File: config.mk
export PLATFORM = sky130hd
export DESIGN_NAME = intel_hex_record_parser_unit
export DESIGN_NICKNAME = d
export VERILOG_FILES = /design/src/design/ihex_pkg.sv /design/src/design/ihex_parse_core.sv /design/src/design/ihex_out_buffer.sv /design/src/design/intel_hex_record_parser_unit.sv
export VERILOG_INCLUDE_DIRS = /design/src /design/src/design
export SDC_FILE = /design/constraint.sdc
export NUM_CORES = 1
export LEC_CHECK = 0
export ABC_AREA = 0
export ABC_CLOCK_PERIOD_IN_PS = 4630
export BUFFER_PORTS_ARGS = -buffer_cell sky130_fd_sc_hd__clkbuf_2
export CORE_ASPECT_RATIO = 0.6
export CORE_MARGIN = 2
export CORE_UTILIZATION = 55
export CTS_CLUSTER_DIAMETER = 80
export DETAILED_ROUTE_END_ITERATION = 7
export PLACE_DENSITY = 0.74
export SKIP_LAST_GASP = 1
export SLEW_MARGIN = 20
export SYNTH_ARGS = -nofsm -noshare
export SYNTH_HDL_FRONTEND = slang
export SYNTH_SLANG_ARGS = --single-unit
File: constraint.sdc
create_clock -name clk -period 4.63 [get_ports clk]
set_input_delay 0.463 -clock clk [delete_from_list [all_inputs] [get_ports clk]]
set_output_delay 0.463 -clock clk [all_outputs]
set_load 0.01 [all_outputs]
File: src/design/intel_hex_record_parser_unit_assert.svh
// Assertion macros used by the parser top level, intel_hex_record_parser_unit.sv.
`ifndef INTEL_HEX_RECORD_PARSER_UNIT_ASSERT_SVH
`define INTEL_HEX_RECORD_PARSER_UNIT_ASSERT_SVH

// The consequent must hold in the same cycle as the antecedent.
`define IHEX_ASSERT_SAME(label, clock, resetn, cond, expr, msg) \
    label: assert property (@(posedge clock) disable iff (!resetn) (cond) |-> (expr)) \
        else $error(msg);

// The consequent must hold in the cycle after the antecedent.
`define IHEX_ASSERT_NEXT(label, clock, resetn, cond, expr, msg) \
    label: assert property (@(posedge clock) disable iff (!resetn) (cond) |=> (expr)) \
        else $error(msg);

`endif

File: src/design/ihex_pkg.sv
`timescale 1ns / 1ps

package ihex_pkg;

    localparam int TOTAL_OUT_WIDTH = 32;
    localparam int ADDRESS_WIDTH   = 17;

    localparam logic [7:0] CHAR_COLON   = 8'h3A;
    localparam logic [7:0] CHAR_ZERO    = 8'h30;
    localparam logic [7:0] CHAR_NINE    = 8'h39;
    localparam logic [7:0] CHAR_LOWER_A = 8'h61;
    localparam logic [7:0] CHAR_LOWER_F = 8'h66;
    localparam logic [7:0] CHAR_UPPER_A = 8'h41;
    localparam logic [7:0] CHAR_UPPER_F = 8'h46;
    localparam logic [7:0] DIGIT_TEN    = 8'h0A;

    localparam logic [7:0] REC_DATA       = 8'h00;
    localparam logic [7:0] REC_EOF        = 8'h01;
    localparam logic [7:0] REC_UNSUP_LOW  = 8'h02;
    localparam logic [7:0] REC_UNSUP_HIGH = 8'h05;

    typedef enum logic [2:0] {
        PH_WAIT   = 3'd0,
        PH_COUNT  = 3'd1,
        PH_OFFSET = 3'd2,
        PH_TYPE   = 3'd3,
        PH_DATA   = 3'd4
    } phase_t;

    typedef enum logic [1:0] {
        KIND_DATA  = 2'd0,
        KIND_EOF   = 2'd1,
        KIND_BAD   = 2'd2,
        KIND_TYPE  = 2'd3
    } kind_t;

    typedef struct packed {
        kind_t                      kind;
        logic [ADDRESS_WIDTH-1:0]   address;
        logic [7:0]                 data_byte;
        logic [TOTAL_OUT_WIDTH-1:0] total_bytes;
    } ihex_result_t;

    typedef struct packed {
        logic push;
        logic halted;
    } ihex_core_status_t;

    typedef struct packed {
        logic       valid;
        logic [3:0] value;
    } hex_digit_t;

    function automatic hex_digit_t hex_decode(input logic [7:0] c);
        hex_digit_t r;
        r.valid = 1'b1;
        r.value = 4'd0;
        case (c) inside
            [CHAR_ZERO:CHAR_NINE]:       r.value = 4'(c - CHAR_ZERO);
            [CHAR_LOWER_A:CHAR_LOWER_F]: r.value = 4'(c - CHAR_LOWER_A + DIGIT_TEN);
            [CHAR_UPPER_A:CHAR_UPPER_F]: r.value = 4'(c - CHAR_UPPER_A + DIGIT_TEN);
            default:                     r.valid = 1'b0;
        endcase
        return r;
    endfunction

endpackage

File: src/design/ihex_parse_core.sv
`timescale 1ns / 1ps

module ihex_parse_core
    import ihex_pkg::*;
#(
    parameter int TOTAL_WIDTH = 32
)
(
    input  logic              clk,
    input  logic              rst_n,
    input  logic              take,
    input  logic [7:0]        character,
    output ihex_result_t      result,
    output ihex_core_status_t status
);

    phase_t                 phase_reg, phase_next;
    logic [1:0]             digit_count_reg, digit_count_next;
    logic [3:0]             high_nibble_reg, high_nibble_next;
    logic [7:0]             remaining_reg, remaining_next;
    logic [15:0]            offset_reg, offset_next;
    logic [7:0]             rec_kind_reg, rec_kind_next;
    logic [7:0]             byte_index_reg, byte_index_next;
    logic [TOTAL_WIDTH-1:0] total_reg, total_next;
    logic                   halted_reg, halted_next;

    logic [TOTAL_OUT_WIDTH-1:0] total_low;
    hex_digit_t                 digit;
    logic [7:0]                 kind_shifted;
    logic [7:0]                 remaining_dec;
    logic                       push;

    generate
        if (TOTAL_WIDTH >= TOTAL_OUT_WIDTH)
        begin : g_wide_total
            assign total_low = total_reg[TOTAL_OUT_WIDTH-1:0];
        end
        else
        begin : g_narrow_total
            assign total_low = {{(TOTAL_OUT_WIDTH-TOTAL_WIDTH){1'b0}}, total_reg};
        end
    endgenerate

    assign digit         = hex_decode(character);
    assign kind_shifted  = {rec_kind_reg[3:0], digit.value};
    assign remaining_dec = remaining_reg - 8'd1;

    always_comb
    begin
        phase_next       = phase_reg;
        digit_count_next = digit_count_reg;
        high_nibble_next = high_nibble_reg;
        remaining_next   = remaining_reg;
        offset_next      = offset_reg;
        rec_kind_next    = rec_kind_reg;
        byte_index_next  = byte_index_reg;
        total_next       = total_reg;
        halted_next      = halted_reg;
        push             = 1'b0;
        result           = '0;

        if (take && !halted_reg)
        begin
            if (phase_reg == PH_WAIT)
            begin
                if (character == CHAR_COLON)
                begin
                    phase_next       = PH_COUNT;
                    digit_count_next = 2'd0;
                    remaining_next   = 8'd0;
                    offset_next      = 16'd0;
                    rec_kind_next    = 8'd0;
                    byte_index_next  = 8'd0;
                end
            end
            else if (!digit.valid)
            begin
                // Any non-hex character inside a field, a colon included, is fatal.
                halted_next = 1'b1;
                push        = 1'b1;
                result.kind = KIND_BAD;
            end
            else
            begin
                case (phase_reg)
                    PH_COUNT:
                    begin
                        remaining_next = {remaining_reg[3:0], digit.value};
                        if (digit_count_reg == 2'd1)
                        begin
                            digit_count_next = 2'd0;
                            phase_next       = PH_OFFSET;
                        end
                        else
                        begin
                            digit_count_next = 2'd1;
                        end
                    end
                    PH_OFFSET:
                    begin
                        offset_next = {offset_reg[11:0], digit.value};
                        if (digit_count_reg == 2'd3)
                        begin
                            digit_count_next = 2'd0;
                            phase_next       = PH_TYPE;
                        end
                        else
                        begin
                            digit_count_next = digit_count_reg + 2'd1;
                        end
                    end
                    PH_TYPE:
                    begin
                        rec_kind_next = kind_shifted;
                        if (digit_count_reg == 2'd0)
                        begin
                            digit_count_next = 2'd1;
                        end
                        else
                        begin
                            digit_count_next = 2'd0;
                            if (kind_shifted == REC_DATA)
                            begin
                                total_next      = total_reg + TOTAL_WIDTH'(remaining_reg);
                                byte_index_next = 8'd0;
                                phase_next      = (remaining_reg == 8'd0) ? PH_WAIT : PH_DATA;
                            end
                            else if (kind_shifted == REC_EOF)
                            begin
                                halted_next        = 1'b1;
                                push               = 1'b1;
                                result.kind        = KIND_EOF;
                                result.total_bytes = total_low;
                            end
                            else if (kind_shifted >= REC_UNSUP_LOW &&
                                     kind_shifted <= REC_UNSUP_HIGH)
                            begin
                                halted_next = 1'b1;
                                push        = 1'b1;
                                result.kind = KIND_TYPE;
                            end
                            else
                            begin
                                phase_next = PH_WAIT;
                            end
                        end
                    end
                    PH_DATA:
                    begin
                        if (digit_count_reg == 2'd0)
                        begin
                            high_nibble_next = digit.value;
                            digit_count_next = 2'd1;
                        end
                        else
                        begin
                            digit_count_next = 2'd0;
                            byte_index_next  = byte_index_reg + 8'd1;
                            remaining_next   = remaining_dec;
                            if (remaining_dec == 8'd0)
                            begin
                                phase_next = PH_WAIT;
                            end
                            push             = 1'b1;
                            result.kind      = KIND_DATA;
                            result.address   = {1'b0, offset_reg} +
                                               {{(ADDRESS_WIDTH-8){1'b0}}, byte_index_reg};
                            result.data_byte = {high_nibble_reg, digit.value};
                        end
                    end
                    default:
                    begin
                        phase_next = PH_WAIT;
                    end
                endcase
            end
        end

        status.push   = push;
        status.halted = halted_reg;
    end

    always_ff @(posedge clk or negedge rst_n)
    begin
        if (!rst_n)
        begin
            phase_reg       <= PH_WAIT;
            digit_count_reg <= 2'd0;
            high_nibble_reg <= 4'd0;
            remaining_reg   <= 8'd0;
            offset_reg      <= 16'd0;
            rec_kind_reg    <= 8'd0;
            byte_index_reg  <= 8'd0;
            total_reg       <= '0;
            halted_reg      <= 1'b0;
        end
        else
        begin
            phase_reg       <= phase_next;
            digit_count_reg <= digit_count_next;
            high_nibble_reg <= high_nibble_next;
            remaining_reg   <= remaining_next;
            offset_reg      <= offset_next;
            rec_kind_reg    <= rec_kind_next;
            byte_index_reg  <= byte_index_next;
            total_reg       <= total_next;
            halted_reg      <= halted_next;
        end
    end

endmodule

File: src/design/ihex_out_buffer.sv
`timescale 1ns / 1ps

module ihex_out_buffer
    import ihex_pkg::*;
(
    input  logic         clk,
    input  logic         rst_n,
    input  logic         push,
    input  ihex_result_t push_data,
    output logic         full,
    output logic         out_valid,
    input  logic         out_stall,
    output ihex_result_t out_data
);

    logic         main_valid_reg, main_valid_next;
    logic         skid_valid_reg, skid_valid_next;
    ihex_result_t main_reg, main_next;
    ihex_result_t skid_reg, skid_next;

    // The producer only pushes while the skid slot is empty.
    always_comb
    begin
        main_valid_next = main_valid_reg;
        skid_valid_next = skid_valid_reg;
        main_next       = main_reg;
        skid_next       = skid_reg;

        if (!main_valid_reg || !out_stall)
        begin
            if (skid_valid_reg)
            begin
                main_valid_next = 1'b1;
                main_next       = skid_reg;
                skid_valid_next = push;
                skid_next       = push_data;
            end
            else
            begin
                main_valid_next = push;
                main_next       = push_data;
            end
        end
        else if (push)
        begin
            skid_valid_next = 1'b1;
            skid_next       = push_data;
        end
    end

    always_ff @(posedge clk or negedge rst_n)
    begin
        if (!rst_n)
        begin
            main_valid_reg <= 1'b0;
            skid_valid_reg <= 1'b0;
        end
        else
        begin
            main_valid_reg <= main_valid_next;
            skid_valid_reg <= skid_valid_next;
        end
    end

    always_ff @(posedge clk)
    begin
        main_reg <= main_next;
        skid_reg <= skid_next;
    end

    assign full      = skid_valid_reg;
    assign out_valid = main_valid_reg;
    assign out_data  = main_reg;

endmodule

File: src/design/intel_hex_record_parser_unit.sv
// Intel HEX record parser: takes one text character per cycle while in_stall
// is low and, for each character, gives at most one result (data byte with
// address, end of file with the total data byte count, or an error). Text
// before a colon is skipped; checksums are not checked. A character is taken
// in every cycle while in_stall is low, and its result is registered in the
// output buffer. The rate is set by the parser state register, updated once
// per character; a two-entry output buffer lets input continue while a
// result waits, and in_stall rises only when both entries are occupied.
// After end of file or any error the parser ignores all input until reset.
`timescale 1ns / 1ps

`include "intel_hex_record_parser_unit_assert.svh"

module intel_hex_record_parser_unit
    import ihex_pkg::*;
#(
    parameter int TOTAL_WIDTH = 32
)
(
    input  logic        clk,
    input  logic        rst_n,
    input  logic        in_valid,
    output logic        in_stall,
    input  logic [7:0]  character,
    output logic        out_valid,
    input  logic        out_stall,
    output logic [1:0]  kind,
    output logic [16:0] address,
    output logic [7:0]  data_byte,
    output logic [31:0] total_bytes
);

    logic              take;
    logic              buffer_full;
    ihex_result_t      core_result;
    ihex_core_status_t core_status;
    ihex_result_t      out_data;

    assign take     = in_valid && !buffer_full;
    assign in_stall = buffer_full;

    ihex_parse_core #(
        .TOTAL_WIDTH (TOTAL_WIDTH)
    ) u_core (
        .clk       (clk),
        .rst_n     (rst_n),
        .take      (take),
        .character (character),
        .result    (core_result),
        .status    (core_status)
    );

    ihex_out_buffer u_out (
        .clk       (clk),
        .rst_n     (rst_n),
        .push      (core_status.push),
        .push_data (core_result),
        .full      (buffer_full),
        .out_valid (out_valid),
        .out_stall (out_stall),
        .out_data  (out_data)
    );

    assign kind        = out_data.kind;
    assign address     = out_data.address;
    assign data_byte   = out_data.data_byte;
    assign total_bytes = out_data.total_bytes;

    `IHEX_ASSERT_SAME(a_full_has_output, clk, rst_n, buffer_full, out_valid,
        "output buffer holds a result in the skid slot but none at the output")
    `IHEX_ASSERT_SAME(a_no_push_halted, clk, rst_n, core_status.halted, !core_status.push,
        "parser produced a result after halting")
    `IHEX_ASSERT_NEXT(a_eof_halts, clk, rst_n,
        core_status.push && (core_result.kind == KIND_EOF), core_status.halted,
        "end of file did not halt the parser")
    `IHEX_ASSERT_NEXT(a_push_shows, clk, rst_n, core_status.push, out_valid,
        "a transfer into the output buffer was lost")

endmodule

# --- Word-level counts from Yosys, hierarchy flattened ---
# Index checks and enable logic that the tools add are counted.
# Widths: inputs -> output; s select.
op_classes:
  n_lt_le_gt_ge: 8
  n_eq_ne: 22
  n_reduce_logical: 34
  n_addsub: 10
  mux: 82
  n_bitwise: 2
op_table:
  columns: ["op", "count"]
  rows:
  - ["$mux 59", 6]
  - ["$mux 32", 4]
  - ["$mux 8", 9]
  - ["$mux 16", 4]
  - ["$mux 57", 1]
  - ["$mux 25", 2]
  - ["$mux 3", 12]
  - ["$add 32x8->32", 1]
  - ["$pmux 8 s2", 2]
  - ["$logic_not 8->1", 3]
  - ["$mux 4", 6]
  - ["$mux 1", 23]
  - ["$mux 2", 9]
  - ["$add 16x8->17", 1]
  - ["$ge 8x7->1 const B", 2]
  - ["$le 8x7->1 const B", 2]
  - ["$ne 3x1->1 const B", 4]
  - ["$pmux 3 s4", 1]
  - ["$reduce_and 4->1", 3]
  - ["$reduce_and 6->1", 2]
  - ["$sub 4x1->4 const B", 3]
  - ["$reduce_and 10->1", 1]
  - ["$reduce_and 5->1", 2]
  - ["$add 4x4->4 const B", 2]
  - ["34 further kinds", 53]
totals:
  inputBits: 12
  output_inout_bits: 61
  wordCells: 177
  register_bits: 198

# --- Logic depth before layout (Yosys ltp) ---
# Gate-level depths: netlist (run 1).
depth:
  ltp_word: 17
  depth_mapped: 11
  ltp_nobuf: 10

# --- Cells and area by module ---
# From an unflattened synthesis (run 1), not the netlist that was laid out.
hier_totals:
  hier_cells: 797
  area_unflattened_um2: 9977.1
by_module_without_submodules:
  columns: ["module", "area_per_inst_um2", "cells_each", "seq_area_each_um2", "n_inst"]
  rows:
  - ["ihex_parse_core", 5332.6, 604, 1951.9, 1]
  - ["ihex_out_buffer", 4630.7, 192, 3593.4, 1]
  - ["intel_hex_record_parser_unit", 13.8, 1, 0.0, 1]

# --- Least setup slack after synthesis (run 1) ---
# Ideal clock, no wire load.
synth_path:
  kind: "input-to-reg"
  start: "input port character[0]"
  end: "register u_out.skid_reg[0] (netlist name), enable pin"
  stages: 9
  arrival_ps: 3789
  path_slack_ps: 425
  setup_time_ps: 416
  cell_sequence: "inv_1 -> ha_1 -> o21bai_1 -> a21oi_1 -> mux2_2 -> a31o_2 -> a221o_1 -> nor4_1 -> a2111o_1"
synth_between:
  elab_chain_cells: 17
  word_cells_on_any_way: 35
  classes_between: "5 x add/sub; 8 x order compare; 1 x eq/ne; 14 x mux; 7 x reduce/logical"
synth_lines:
  columns: ["element", "line_no", "text"]
  rows:
  - ["from (decl)", "intel_hex_record_parser_unit.sv:24", "input logic [7:0] character,"]
  - ["$sub 4x1->4, or another cell as far along", "ihex_pkg.sv:60, ihex_pkg.sv:61", null]
  - ["$add 4x4->4 or $logic_and 1x1->1 (tied branches)", "ihex_pkg.sv:60, ihex_pkg.sv:61, ihex_parse_core.sv:44", null]
  - ["$mux 4 (3 in a row)", "ihex_pkg.sv:58", "case (c) inside"]
  - ["$ge 8x2->1 or $le 8x3->1 (tied branches)", "ihex_parse_core.sv:135, ihex_parse_core.sv:136", null]
  - ["$logic_and 1x1->1", "ihex_parse_core.sv:135", "else if (kind_shifted >= REC_UNSUP_LOW &&"]
  - ["$mux 1", "ihex_parse_core.sv:135", null]
  - ["$mux 1", "ihex_parse_core.sv:128", "else if (kind_shifted == REC_EOF)"]
  - ["$mux 1", "ihex_parse_core.sv:122", "if (kind_shifted == REC_DATA)"]
  - ["$mux 1", "ihex_parse_core.sv:115", "if (digit_count_reg == 2'd0)"]
  - ["$pmux 1 s2", "ihex_parse_core.sv:85", "case (phase_reg)"]
  - ["$mux 1 *", "ihex_parse_core.sv:76", "else if (!digit.valid)"]
  - ["$mux 1 *", "ihex_parse_core.sv:64", "if (phase_reg == PH_WAIT)"]
  - ["$mux 1 *", "ihex_parse_core.sv:62", "if (take && !halted_reg)"]
  - ["$reduce_bool 2->1 (no line) *", null, null]
  - ["$reduce_and 2->1 (no line) *", null, null]
  - ["to (signal assigned)", "ihex_out_buffer.sv:68", "skid_reg <= skid_next;"]
  - ["to (decl)", "ihex_out_buffer.sv:19", "ihex_result_t skid_reg, skid_next;"]
# Mark *: on every way between the ends. The rest lies on a longest branch, timed or not.
# A chain may end at the register's enable or synchronous reset.

# --- Final worst setup path (run 1) ---
layout_path:
  start: "input port character[0]"
  end: "register u_out.skid_reg[24] (netlist name), enable pin"
# Same word-level chain as after synthesis.

==> results_dict.tcl, run 1 <==
set metrics [dict create \
    outcome "finished clean" \
    final-hold-violation-count 0 \
    place_ws_ns 0.820 \
    hp-class "flip-flop to flip-flop" \
    crit_arrival_ns 3.51 \
    grt_max_degree 66 \
    synth_edf_count 118 \
    initial_core_util 0.562 \
    finalNetCount 934 \
    die_h_microns 106 \
    synth_compound_area_frac 0.134 \
    grt-ovfl-total 0 \
    synth_xor_area_frac 0.0419 \
    post-dp-hpwl_microns 13700 \
    placed_area_sq_mm 0.0102 \
    setup_ws_ns 1.26 \
    syn-cell-area_sq_mm 0.00962 \
    core_sq_mm 0.0171 \
    synth-simple-area-share 0.170 \
    postCtsSetupBuffers 0 \
    worstSetupEndpointType "flip-flop" \
    htree_levels 4 \
    max_freq_ghz 0.296 \
    crit_start "character[0]" \
    worst_slew_pin_slew_ns 0.957 \
    finClkSkew_ns 0.0109 \
    fill_cells 1337 \
    synth_area_leaders "edfxtp_1 (37%), dfrtp_1 (21%), a21o_1 (4.7%)" \
    sw_frac_of_total 0.256 \
    grt_pass1_wl_microns 32500 \
    portBuffers 72 \
    clock_latency_ns 0.44 \
    slew_headroom 0.362 \
    clockPowerShare 0.379 \
    syn_area_per_cell_sq_um 11.6 \
    rsz0062_at_grt "false" \
    num_antenna_cells 0 \
    synth_fa_ha_area_frac 0.0393 \
    antenna_found_initial 0 \
    final_area_sq_mm 0.0108 \
    dp.cells 1107 \
    criticalPathCategory "input port to flip-flop" \
    drt_wl_total_microns 19800 \
    synth_flop_cell "edfxtp_1" \
    final_cells 1140 \
    hold_start "u_core.total_low[31]$_DFFE_PN0P_" \
    final.min_clock_period_ns 3.37 \
    worstReg2RegStart "u_core.phase_reg[1]$_DFFE_PN0P_" \
    power_mw 3.74 \
    dr_total_vias 6496 \
    firstDrtPassIters 5 \
    period_share 0.729 \
    startpoint_type "input port" \
    cts_tree "built" \
    maxCapViolCount 0 \
    synth_cell_type_count 73 \
    grt_pass1_vias 6063 \
    yosysTopAreaCell "edfxtp_1" \
    utilization 0.628 \
    ant_nets 0 \
    vias_per_cell 5.70 \
    clockRootBuffer "clkbuf_16" \
    routabilityCongestion 0.857 \
    pwr-share-comb 0.083 \
    power.density_mw_per_mm2 348 \
    postSynth.asyncResetShare 0.404 \
    layout-drive-gt1-share 0.198 \
    die_area_sq_mm 0.0186 \
    drv_slew 0 \
    critPathRequiredTime_ns 4.76 \
    ios 73 \
    pwr-share-seq 0.537 \
    vdd_drop_max_mv 0.172 \
    regArea_sq_mm 0.00555 \
    drtIter0Drc 522 \
    yosys_register_bits 198 \
    grt_use_total 0.225 \
    multi_input_area_sq_mm 0.00380 \
    die_w_microns 175 \
    switchingPower_mw 0.958 \
    setup_tns_ns 0 \
    intPower_mw 2.79 \
    worstPathMaxFanout 37 \
    syn_nets 869 \
    whs_ns 0.476 \
    ys_warn_count 0 \
    clock_path_buffers 2 \
    muxShareOfSynthArea 0.00910 \
    rows 37 \
    power_leakage_nw 4.87 \
    cts-buffers-inserted 17 \
    cts_resized 0 \
    syn_inst 828 \
    clk_pin_slew_worst_paths_ns 0.08 \
    yosysSeqAreaShare 0.576 \
    synth_top_area_frac 0.368 \
    drcViolationCount 0 \
    syn_to_final_growth_pct 11.8 \
    cts_num_sinks 198 \
    wl_per_cell_microns 17.4 \
    synth_top_family_by_area "simple AND/OR/NAND/NOR gates" \
    setup_viol 0 \
]
## routing by layer
metal,share of wire,vias up,global-route usage
li1,-,3134,-
met5,0,-,0
met1,0.52,3138,0.362
met2,0.41,203,0.295
met3,0.068,21,0.0572
met4,0.0090,0,0.0625
## Yosys cell counts, types with 5 or more instances
cell      number
edfxtp_1     118
nand2_1       82
dfrtp_1       80
nor2_1        61
a21o_1        60
o21ai_0       41
inv_1         28
ha_1          27
xor2_1        26
clkbuf_1      25
a21oi_1       23
and2_4        20
xnor2_1       20
nor3_2        18
o21ai_1       16
nand3_1       15
nor3_1        15
and2_1        12
nor4_1         9
nor2b_1        8
and3_1         7
buf_2          7
nand4_1        7
a22o_1         6
mux2_2         6
a31oi_1        5
or3_1          5
## worst max-delay path, stage by stage
cell and delay [ns]:
clkbuf_2 0.12, inv_1 0.16, ha_1 0.26, o21bai_1 0.10
a21oi_1 0.37, mux2_2 0.47, a31o_2 0.22, a221o_1 0.34
nor4_1 0.33, a2111o_2 0.37, buf_12 0.27
## final timing paths
| kind | to | slack (ns) | depth (start not counted) |
|---|---|---|---|
| setup / recovery | u_out.skid_reg[24]$_DFFE_PP_ | 1.26 | 11 |
| hold / removal | u_core.total_low[31]$_DFFE_PN0P_ | 0.48 | 1 |
| setup reg to reg | u_out.skid_reg[24]$_DFFE_PP_ | 1.34 | 7 |
| hold reg to reg | u_core.total_low[31]$_DFFE_PN0P_ | 0.48 | 1 |
| max in group asynchronous | u_core.total_low[0]$_DFFE_PN0P_ | 3.10 | 3 |
| min in group asynchronous | u_core.byte_index_reg[4]$_DFFE_PN0P_ | 0.53 | 2 |
## logic make-up (layout without fill, tap and decap cells)
| kind of cell | Yosys count | after routing |
|---|---|---|
| buffers and inverters | 65 | 143 |
| AOI/OAI and AO/OA | 192 | 192 |
| DFF | 198 | 198 |
| muxes | 8 | 8 |
| xor gates and xnor gates | 46 | 46 |
| and+or+nand+nor | 290 | 290 |
| adders and majority gates | 29 | 29 |
## placed cells by master, fill, tap and decap left out, drive strengths merged, types with 5 or more instances in the layout
cell type	n
mux2	6
nor2	62
and2	32
o21ai	57
edfxtp	118
xor2	26
xnor2	20
nand3	15
nand4	7
buf	11
a31oi	6
o211ai	5
nor2b	8
a21o	60
and3	7
clkbuf	89
or3	5
ha	27
inv	37
nor3	33
nor4	12
dfrtp	80
a21oi	25
a22o	6
nand2	82
## power by group through the flow
stage	registers, mW	logic, mW	clock network [mW]
after global routing	2.02	0.352	1.52
after global placement	2.05	0.305	0
after floorplan	2.07	0.163	0
after CTS	2.01	0.314	1.45
after detailed placement	2.05	0.310	0
final	2.01	0.313	1.42
## timing repair
item,4_1_cts,5_1_grt
hold endpoints to repair,19,0
hold buffers,1,0
setup endpoints to repair,0,0
## final cells by class
class / instances / share of cell area
Sequential cell: 198 / 0.515
Multi-Input combinational cell: 565 / 0.353
Timing Repair Buffer: 83 / 0.0428
Clock buffer: 18 / 0.0399
Tap cell: 234 / 0.0272
Clock inverter: 14 / 0.0123
Inverter: 28 / 0.00977
(Power assumes the default switching activity.)
==> run 2: changes to the inputs <==
Settings changed: ABC_CLOCK_PERIOD_IN_PS 4630 to 3100, PLACE_DENSITY 0.74 to 0.77.
Clock period 4.63 ns to 3.1 ns, I/O delays scaled along.
==> run 2 against run 1 <==
  * Sequential cell count did not move
  * Die area stayed put
  * Clock skew is 0.0044 ns higher
  * Routed wire length is 3.0% higher
  * Clock power rose by 52%
  * Power rose by 51%
  * Critical endpoint is now u_core.total_low[26]$_DFFE_PN0P_
  * First-iteration DRC count increased by 22%
  * Count of clock-buffer cells in the layout is 1 higher
  * Largest cell class unchanged
  * Non-clock buffer count increased by 24
  * Worst setup slack worse by 0.94 ns
==> results_dict.tcl, run 2 (synthesis results as in run 1) <==
set metrics [dict create \
    outcome "finished clean" \
    drv_slew 0 \
    startpoint_type "flip-flop" \
    worstPathMaxFanout 10 \
    period_share 0.898 \
    path_cells "ha_1, inv_1, fa_1, nor2b_1, o21ai_0, a21oi_1, o41ai_1, nand4b_4, nor4_2, xnor2_1" \
    clock_latency_ns 0.44 \
    final_cell_mix "edfxtp_1 (118), nand2_1 (81), dfrtp_1 (79)" \
    cpPeakStageDelay_ns 0.56 \
    multi_input_area_sq_mm 0.00384 \
    cts_num_sinks 198 \
    final-hold-violation-count 0 \
    postCtsSetupBuffers 0 \
    clockRootBuffer "clkbuf_16" \
    post-dp-hpwl_microns 14100 \
    regArea_sq_mm 0.00555 \
    setup_tns_ns 0 \
    die_w_microns 175 \
    final.min_clock_period_ns 2.78 \
    drt_wl_total_microns 20400 \
    power_mw 5.65 \
    wl_per_cell_microns 17.5 \
    cts-buffers-inserted 17 \
    switchingPower_mw 1.41 \
    pwr-share-seq 0.532 \
    setup_viol 0 \
    placed_area_sq_mm 0.0104 \
    grt-ovfl-total 0 \
    die_h_microns 106 \
    syn_to_final_growth_pct 14.6 \
    routabilityCongestion 0.896 \
    critPathRequiredTime_ns 3.41 \
    grt_pass1_vias 6419 \
    initial_core_util 0.562 \
    finalNetCount 958 \
    clockPowerShare 0.382 \
    grt_use_total 0.232 \
    maxCapViolCount 0 \
    layout-drive-gt1-share 0.224 \
    htree_levels 4 \
    rows 37 \
    vias_per_cell 5.74 \
    dr_total_vias 6681 \
    sw_frac_of_total 0.249 \
    intPower_mw 4.24 \
    clk_pin_slew_worst_paths_ns 0.07 \
    cpMaxStageDelayCell "o41ai_1" \
    max_freq_ghz 0.359 \
    power.density_mw_per_mm2 512 \
    hp-class "input port to flip-flop" \
    firstDrtPassIters 6 \
    die_area_sq_mm 0.0186 \
    worstSetupEndpointType "flip-flop" \
    portBuffers 72 \
    drtIter0Drc 639 \
    final_area_sq_mm 0.0110 \
    criticalPathCategory "flip-flop to flip-flop" \
    drcViolationCount 0 \
    num_antenna_cells 0 \
    cts_tree "built" \
    pwr-share-comb 0.087 \
    antenna_found_initial 0 \
    worst_slew_pin_slew_ns 0.779 \
    core_sq_mm 0.0171 \
    grt_pass1_wl_microns 33900 \
    slew_headroom 0.481 \
    power_leakage_nw 5.00 \
    ant_nets 0 \
    grt_max_degree 81 \
    vdd_drop_max_mv 0.361 \
    final_common_cell "edfxtp_1" \
    clock_path_buffers 2 \
    fill_cells 1296 \
    ios 73 \
    rsz0062_at_grt "false" \
    crit_arrival_ns 3.09 \
    finClkSkew_ns 0.0153 \
]
-- run 2: layout make-up --
cell class                 count  share of cell area
sequential                   198               0.503
multi-input combinational    565               0.348
timing repair buffer         107              0.0607
clock buffer                  19              0.0392
tap                          234              0.0265
clock inverter                13              0.0122
inverter                      28              0.0102
-- run 2: worst paths after layout --
kind	start	slack, ns	endpoint	depth (start not counted)
max in group asynchronous	rst_n	2.04	u_out.full$_DFFE_PN0P_	2
min	in_valid	0.33	u_out.skid_reg[58]$_DFFE_PP_	3
max	u_core.remaining_reg[0]$_DFFE_PN0P_	0.32	u_core.total_low[26]$_DFFE_PN0P_	10
min in group asynchronous	rst_n	0.48	u_core.byte_index_reg[2]$_DFFE_PN0P_	2
max reg2reg	u_core.remaining_reg[0]$_DFFE_PN0P_	0.32	u_core.total_low[26]$_DFFE_PN0P_	10
min reg2reg	u_core.total_low[31]$_DFFE_PN0P_	0.49	u_core.total_low[31]$_DFFE_PN0P_	1
-- run 2: worst max-delay path, delay by kind of cell (launching register included) --
family	cells	cell delay, ns
fa+ha+maj	2	0.45
compound gates	3	1.02
buf+inv	1	0.08
simple gates	3	0.51
flops	1	0.45
xor+xnor	1	0.14
-- run 2: what timing repair did --
item                                   in CTS  in global routing
gates resized for setup                     0                  1
endpoints found under the hold margin       0                 21
setup endpoints to repair                   0                  1
hold buffers                                0                  1
-- run 2: layer usage --
| layer | routed length (microns) | GRT usage |
|---|---|---|
| met2 | 8660 | 0.333 |
| met1 | 10100 | 0.363 |
| met4 | 218 | 0.0601 |
| met3 | 1390 | 0.0418 |
| met5 | 0 | 0 |
-- run 2: power groups by stage --
stage          sequential [mW]  combinational (mW)  clock (mW)
2_1_floorplan             3.09               0.249           0
3_3_place_gp              3.05               0.470           0
3_5_place_dp              3.06               0.485           0
4_1_cts                   3.00               0.491        2.18
5_1_grt                   3.02               0.546        2.30
6_report                  3.00               0.491        2.16
-- run 2: through the flow --
| step | std cells | utilization | worst slack (ns) | hold slack, ns |
|---|---|---|---|---|
| global route | 1164 | 0.644 | 0.141 | 0.360 |
| detailed placement | 1131 | 0.610 | 0.0127 | 0.481 |
| floorplan | 828 | - | 0.00133 | 0.0144 |
| CTS | 1163 | 0.643 | 0.230 | 0.115 |
| global placement | 1131 | 0.610 | 0.123 | 0.461 |
| finish | 1164 | 0.644 | 0.317 | 0.333 |
==> run 3: changes to the inputs <==
Settings changed: CORE_ASPECT_RATIO 0.6 to 0.8.
==> run 3 against run 2 <==
  * Cell area is essentially flat
  * Sequential cell count unchanged
  * Hold slack worse by 0.0023 ns
  * Sequential share of layout area about the same
  * Count of clock-buffer cells in the layout decreased by 2
  * Clock power rose by 5%
  * Register-to-register slack gained 0.04 ns
  * Routed wire length fell by 2.0%
  * Global-route usage down 1.2 points
  * Power grew 2.0%
  * Combinational power down 1%
==> results_dict.tcl, run 3 (synthesis results as in run 1) <==
set metrics [dict create \
    drt_wl_total_microns 20000 \
    cts-buffers-inserted 17 \
    num_antenna_cells 0 \
    grt_pass1_wl_microns 32600 \
    htree_levels 4 \
    criticalPathCategory "flip-flop to flip-flop" \
    final_cells 1152 \
    clk_pin_slew_worst_paths_ns 0.07 \
    die_w_microns 152 \
    layout-drive-gt1-share 0.223 \
    clockRootBuffer "clkbuf_16" \
    drtIter0Drc 647 \
    cts_hold_buf 0 \
    setup_viol 0 \
    worstSetupEndpointType "flip-flop" \
    setup_tns_ns 0 \
    grt-ovfl-total 0 \
    initial_core_util 0.559 \
    period_share 0.885 \
    placed_area_sq_mm 0.0104 \
    finClkSkew_ns 0.00833 \
    power_mw 5.76 \
    cts_tree "built" \
    slew_headroom 0.391 \
    clock_latency_ns 0.44 \
    maxCapViolCount 0 \
    finalNetCount 955 \
    final_area_sq_mm 0.0110 \
    die_area_sq_mm 0.0186 \
    antenna_found_initial 0 \
    syn_to_final_growth_pct 14.7 \
    startpoint_type "flip-flop" \
    final.min_clock_period_ns 2.74 \
    final-hold-violation-count 0 \
    clock_path_buffers 2 \
    rows 43 \
    power_leakage_nw 4.99 \
    max_freq_ghz 0.365 \
    drcViolationCount 0 \
    grt_max_degree 81 \
    utilization 0.641 \
    postCtsSetupBuffers 0 \
    final_cell_mix "edfxtp_1 (118), nand2_1 (81), dfrtp_1 (79)" \
    worst_slew_pin_slew_ns 0.909 \
    drv_slew 0 \
    cts_num_sinks 198 \
    core_sq_mm 0.0172 \
    dr_total_vias 6654 \
    power.density_mw_per_mm2 522 \
    cts_resized 0 \
    worstPathMaxFanout 10 \
    grt_pass1_vias 6374 \
    dp.cells 1119 \
    fill_cells 1318 \
    final_common_cell "edfxtp_1" \
    portBuffers 72 \
    ant_nets 0 \
    vias_per_cell 5.78 \
    post-dp-hpwl_microns 13600 \
    routabilityCongestion 0.876 \
    die_h_microns 122 \
    rsz0062_at_grt "false" \
    grt_use_total 0.220 \
    ios 73 \
    crit_arrival_ns 3.06 \
    critPathRequiredTime_ns 3.42 \
    vdd_drop_max_mv 0.330 \
    hp-class "input port to flip-flop" \
    wl_per_cell_microns 17.4 \
    outcome "finished clean" \
    firstDrtPassIters 5 \
]
==> run 3: metrics by stage <==
stage | hold WS [ns] | worst slack (ns)
floorplan | 0.0144 | 0.00133
global placement | 0.459 | 0.186
detailed placement | 0.468 | 0.0765
CTS | 0.0989 | 0.408
global route | 0.328 | 0.201
finish | 0.331 | 0.358
==> run 3: worst paths after layout <==
path,from,endpoint,slack (ns),depth (start not counted)
max,u_core.remaining_reg[0]$_DFFE_PN0P_,u_core.total_low[20]$_DFFE_PN0P_,0.36,11
min,in_valid,u_out.skid_reg[58]$_DFFE_PP_,0.33,3
max reg2reg,u_core.remaining_reg[0]$_DFFE_PN0P_,u_core.total_low[20]$_DFFE_PN0P_,0.36,11
min reg2reg,u_core.total_low[31]$_DFFE_PN0P_,u_core.total_low[31]$_DFFE_PN0P_,0.48,1
max in group asynchronous,rst_n,u_out.full$_DFFE_PN0P_,2.08,2
min in group asynchronous,rst_n,u_core.offset_reg[10]$_DFFE_PN0P_,0.48,2
==> run 3: area by class of cell <==
type	count	area, sq um	area share
Sequential cell	198	5550	0.503
Multi-Input combinational cell	565	3830	0.347
Timing Repair Buffer	104	647	0.0586
Clock buffer	17	425	0.0385
Tap cell	225	282	0.0255
Clock inverter	15	189	0.0171
Inverter	28	113	0.0102
==> run 3: critical path, stage by stage, from the launching register on <==
cell and delay [ns]:
dfrtp_1 0.45, ha_1 0.25, inv_1 0.07, fa_1 0.21, nor2b_1 0.06, o21ai_0 0.25, a21oi_1 0.15, o41ai_1 0.50
nand4b_2 0.25, buf_4 0.21, nor2_1 0.08, xor2_1 0.14
==> run 3: layer usage <==
layer | routed length [microns] | global-route usage | part of all wire
met1 | 9440 | 0.315 | 0.47
met2 | 9310 | 0.351 | 0.47
met3 | 972 | 0.0424 | 0.049
met4 | 299 | 0.0596 | 0.015
met5 | 0 | 0 | 0
==> run 3: power by group <==
part           internal (mW)  switching (mW)  total [mW]
Combinational          0.177           0.307       0.485
Sequential              2.93          0.0757        3.01
Clock                   1.23            1.05        2.27
Total                   4.33            1.43        5.76
